### config.mk
export PLATFORM = sky130hd
export DESIGN_NAME = hsn_controller
export DESIGN_NICKNAME = d
export VERILOG_FILES = /design/src/design/hsn_pkg.sv /design/src/design/hsn_controller.sv
export SDC_FILE = /design/constraint.sdc
export NUM_CORES = 1
export LEC_CHECK = 0
export BUFFER_PORTS_ARGS = -buffer_cell sky130_fd_sc_hd__buf_2
export CAP_MARGIN = 30
export CORE_ASPECT_RATIO = 0.6
export CORE_UTILIZATION = 40
export CTS_CLUSTER_SIZE = 20
export DETAILED_ROUTE_END_ITERATION = 8
export HOLD_SLACK_MARGIN = 0.15
export PLACE_DENSITY_LB_ADDON = 0.12
export SYNTH_ARGS = -nofsm -noshare
export SYNTH_HDL_FRONTEND = slang
export SYNTH_SLANG_ARGS = --single-unit
### constraint.sdc
create_clock -name clk -period 2.2 [get_ports clk]
set_input_delay 0 -clock clk [delete_from_list [all_inputs] [get_ports clk]]
set_output_delay 0 -clock clk [all_outputs]
set_load 0.02 [all_outputs]
### src/design/hsn_pkg.sv
// Shared types and constants for the horizontal surface normal stencil.
`timescale 1ns / 1ps

package hsn_pkg;

	localparam int REG_IDX_BITS = 2;
	localparam logic [REG_IDX_BITS-1:0] REG_WIDTH  = 2'd0;
	localparam logic [REG_IDX_BITS-1:0] REG_HEIGHT = 2'd1;
	localparam logic [REG_IDX_BITS-1:0] REG_MIN_Z  = 2'd2;

	localparam logic [10:0] WIDTH_RESET  = 11'd640;
	localparam logic [10:0] HEIGHT_RESET = 11'd480;
	localparam logic [10:0] MAX_HEIGHT   = 11'd1024;
	localparam logic [10:0] MIN_SIZE     = 11'd3;

	localparam int SQRT_STEPS = 32;
	localparam int DIV_STEPS  = 15;
	localparam int Q14_ONE    = 16384;
	localparam int OUT_DW     = 72;

	typedef struct packed {
		logic       take;
		logic       rd;
		logic       load;
		logic       mul;
		logic       xprod;
		logic       shr;
		logic       sq;
		logic       sum;
		logic       sqrt;
		logic       div_init;
		logic       div_step;
		logic       div_last;
		logic [1:0] k;
		logic       fin;
		logic       out_load;
	} hsn_cmd_t;

	typedef struct packed {
		logic emit;
		logic missing;
		logic big;
		logic out_free;
	} hsn_sts_t;

endpackage

### src/design/hsn_controller.sv
// Sequencing state machine for the surface normal stencil.
`timescale 1ns / 1ps

module hsn_controller import hsn_pkg::*; (
	input  logic     clk,
	input  logic     arst_n,
	input  logic     in_valid,
	output logic     in_ready,
	input  hsn_sts_t sts,
	output hsn_cmd_t cmd
);

	typedef enum logic [12:0] {
		ST_IDLE  = 13'b0000000000001,
		ST_READ  = 13'b0000000000010,
		ST_LOAD  = 13'b0000000000100,
		ST_MUL   = 13'b0000000001000,
		ST_CROSS = 13'b0000000010000,
		ST_SHR   = 13'b0000000100000,
		ST_SQ    = 13'b0000001000000,
		ST_SUM   = 13'b0000010000000,
		ST_SQRT  = 13'b0000100000000,
		ST_DIVI  = 13'b0001000000000,
		ST_DIVS  = 13'b0010000000000,
		ST_FIN   = 13'b0100000000000,
		ST_OUT   = 13'b1000000000000
	} state_t;

	state_t     state_q, state_d;
	logic [4:0] cnt_q, cnt_d;
	logic [1:0] k_q, k_d;

	always_comb begin
		state_d  = state_q;
		cnt_d    = cnt_q;
		k_d      = k_q;
		cmd      = '0;
		cmd.k    = k_q;
		in_ready = 1'b0;
		unique case (state_q)
			ST_IDLE: begin
				in_ready = 1'b1;
				cmd.take = in_valid;
				if (in_valid) state_d = ST_READ;
			end
			ST_READ: begin
				cmd.rd  = 1'b1;
				state_d = ST_LOAD;
			end
			ST_LOAD: begin
				cmd.load = 1'b1;
				if (!sts.emit) state_d = ST_IDLE;
				else if (sts.missing) state_d = ST_FIN;
				else state_d = ST_MUL;
			end
			ST_MUL: begin
				cmd.mul = 1'b1;
				state_d = ST_CROSS;
			end
			ST_CROSS: begin
				cmd.xprod = 1'b1;
				state_d   = ST_SHR;
			end
			ST_SHR: begin
				cmd.shr = 1'b1;
				if (!sts.big) state_d = ST_SQ;
			end
			ST_SQ: begin
				cmd.sq  = 1'b1;
				state_d = ST_SUM;
			end
			ST_SUM: begin
				cmd.sum = 1'b1;
				cnt_d   = '0;
				state_d = ST_SQRT;
			end
			ST_SQRT: begin
				cmd.sqrt = 1'b1;
				cnt_d    = cnt_q + 5'd1;
				if (cnt_q == 5'(SQRT_STEPS - 1)) begin
					cnt_d   = '0;
					k_d     = '0;
					state_d = ST_DIVI;
				end
			end
			ST_DIVI: begin
				cmd.div_init = 1'b1;
				cnt_d        = '0;
				state_d      = ST_DIVS;
			end
			ST_DIVS: begin
				cmd.div_step = 1'b1;
				cnt_d        = cnt_q + 5'd1;
				if (cnt_q == 5'(DIV_STEPS - 1)) begin
					cmd.div_last = 1'b1;
					cnt_d        = '0;
					if (k_q == 2'd2) begin
						state_d = ST_FIN;
					end else begin
						k_d     = k_q + 2'd1;
						state_d = ST_DIVI;
					end
				end
			end
			ST_FIN: begin
				cmd.fin = 1'b1;
				state_d = ST_OUT;
			end
			ST_OUT: begin
				cmd.out_load = sts.out_free;
				if (sts.out_free) state_d = ST_IDLE;
			end
			default: begin
				state_d = ST_IDLE;
			end
		endcase
	end

	always_ff @(posedge clk or negedge arst_n) begin
		if (!arst_n) begin
			state_q <= ST_IDLE;
			cnt_q   <= '0;
			k_q     <= '0;
		end else begin
			state_q <= state_d;
			cnt_q   <= cnt_d;
			k_q     <= k_d;
		end
	end

	a_one_transfer: assert property (@(posedge clk) disable iff (!arst_n)
		(in_valid && in_ready) |=> !in_ready)
		else $error("input taken while an item is in flight");

	a_k_range: assert property (@(posedge clk) disable iff (!arst_n)
		cmd.div_step |-> (k_q != 2'd3))
		else $error("component index out of range");

endmodule

==> flow_summary.yaml <==
outcome:
  status: "completed"
sta:
  rsz0062_at_grt: "false"
  period_needed_ps: 2120
  tightest_slew_ps: 465
  hold_violations: 0
  setup_viol: 0
  clock_skew_ps: 5.21
  fin_crit_sh_pct: 96.5
  slew_viol_final: 0
  tns_ps: 0
  fmax_mhz: 471
  maxSlewHeadroom_pct: 69.0
setup_path:
  slowest_stage: "or4_4"
  critPathCaptureType: "output port"
  critical_path_depth: 5
  crit_path_max_fanout: 9
  worst-path-buf-inv: 2
  path_cells: "or4_4 > nor3_4 > buf_4 > and4b_2 > buf_2"
  critical-path-top-delay-family: "simple AND/OR/NAND/NOR gates"
  reg2reg_slack_ps: 210
  cp_slowest_stage_delay_ps: 590
  reg2reg_depth: 6
  crit_required_ps: 2200
  crit_type: "flip-flop to output port"
  arrival_ps: 2120
  crit_path_start_kind: "flip-flop"
detailed_routing:
  vias_per_cell: 5.51
  vias: 1212
  first_iter_violations: 92
  drc_errors: 0
  drt-total-wl_um: 3270
  wl_per_cell_um: 14.8
  drt_pass1_iterations: 5
  ant_nets: 0
global_routing:
  grt_first_pass_wirelength_um: 5220
  grt.total_usage_pct: 19.0
  grt-ovfl-total: 0
  grt_pass1_vias: 1040
  grt_max_degree: 21
  antenna_found_initial: 0
clock_network:
  clk_pin_slew_worst_paths_ps: 70
  insertion_delay_ps: 260
  clockBufferDepth: 2
  cts_num_sinks: 20
  cts_tree: "built"
  htreeDepth: 1
  root_buffer: "clkbuf_8"
  cts_buffers: 3
final_layout:
  final_cell_mix: "buf_2 (23), dfrtp_1 (17), nor2_1 (13)"
  final_cell_area_um2: 1650
  antennaDiodeCount: 0
  nNetsFinal: 187
  syn2layout_area_growth_pct: 20.2
  post_route_cells_drive_above_1_share_pct: 28.6
  fillers: 311
  final_common_cell: "buf_2"
pwr:
  total_leakage_power_uw: 0.000835
  p_total_uw: 1100
  powerDensity_nw_per_um2: 671
  max-vdd-ir-drop_uv: 459
logic_synthesis:
  synth_top_flop_cell: "dfrtp_1"
  synth_edf_count: 0
  ys_ff_latch: 20
  yosys_warnings: 0
  synth_area_leader_cell: "dfrtp_1"
  synthArstFlopShare_pct: 100
  yosysTopAreaCellShare_pct: 34.7
  syn_nets: 156
  syn-mean-instance-area_um2: 9.45
  synth_cell_types: 55
  netlist_area_um2: 1370
  ys_seq_area_share_pct: 36.6
  synth_area_leaders: "dfrtp_1 (35%), ha_1 (3.7%), nor2_1 (3.6%), and3_1 (3.2%), and4_1 (2.6%)"
  synthCells: 145
placed_design:
  hpwl_um: 2490
  placed_cell_area_um2: 1520
  gp_congestion: 0.867
  portBuffers: 23
floorplan:
  pin_count: 24
  rows: 16
  core_area_um2: 3260
  die_y_um: 47.3
  die_w_um: 77.6
  initial_utilization_pct: 42.0
  dieArea_um2: 3670
run:
  drv_cap: 0
hold_path:
  hold_class: "input pin to async pin"
report_power, final:
group / internal [µW] / leakage [µW] / total (µW) / switching [µW]
logic: 163 / 0.000535 / 378 / 215
registers: 398 / 0.000271 / 445 / 46.7
clock network: 159 / 0.0000288 / 282 / 123
total: 720 / 0.000835 / 1100 / 385
synth_stat cells, types with 2 or more instances:
library cell / n
a211o_1: 2
a21oi_1: 6
and3_1: 7
and4_1: 4
and4b_1: 2
buf_2: 2
buf_6: 2
dfrtp_1: 19
ha_1: 4
inv_1: 8
nand2_1: 5
nand2_2: 3
nand2b_1: 3
nand4_1: 3
nor2_1: 13
nor2b_1: 3
nor3_1: 5
nor3_2: 2
nor3b_1: 2
nor4_1: 4
nor4b_1: 3
o21ai_0: 5
o21ai_1: 3
o31a_1: 2
xnor2_1: 2
xor2_1: 2
cell type report:
type,count,area (µm²),share of cell area [%]
clock buffers,4,55.1,3.34
multi-input cells,109,787,47.8
inverters,9,38.8,2.36
repair buffers,33,205,12.5
flip-flops and latches,20,504,30.6
well taps,45,56.3,3.42
metal layers:
metal  vias to the layer above  global-route usage (%)  wire length, µm
met5                         -                       0                0
met4                         0                    1.13                0
met2                        30                    27.6             1250
li1                        601                       -                -
met1                       581                    28.9             1850
met3                         0                    5.44              168
flip-flops by register name, summed over array words and instances, names as in the netlist:
register and flops:
cnt_q 5, k_q 2, state_q 13
kinds of logic (layout without fill, tap and decap cells):
logic type	count (synthesis)	count (layout)	synth area share, %
compound gates	30	30	16.6
xor+xnor	4	4	2.56
fa+ha+maj	4	4	3.65
simple gates	71	71	34.2
buf+inv	16	46	6.39
flops	20	20	36.6
through the flow:
step | setup WS [ps] | hold WS (ps) | instances | utilization (%)
2_1_floorplan | 129 | -296 | 145 | -
3_3_place_gp | 274 | -23.1 | 209 | 46.4
3_5_place_dp | 251 | -14.6 | 209 | 46.4
4_1_cts | 58.2 | 238 | 219 | 50.2
5_1_grt | 5.39 | 288 | 220 | 50.5
6_report | 76.7 | 222 | 220 | 50.5
path summary, 6_finish.rpt:
path | end | start
max in group asynchronous | state_q[5] | arst_n
worst max-delay path | cmd[13] | state_q[5]
worst max register to register | state_q[11] | state_q[5]
worst min register to register | cnt_q[4] | cnt_q[4]
worst min-delay path | cnt_q[3] | arst_n
min in group clk | state_q[3] | sts[2]
repair_timing:
action | CTS | global route
gates cloned | 0 | 0
setup endpoints to repair | 1 | 1
endpoints found under the hold margin | 26 | 0
hold buffers | 6 | 0
resized for setup | 1 | 2
setup buffers | 0 | 1
pin swaps | 0 | 1
No activity file was read; power rests on OpenSTA's default activity.
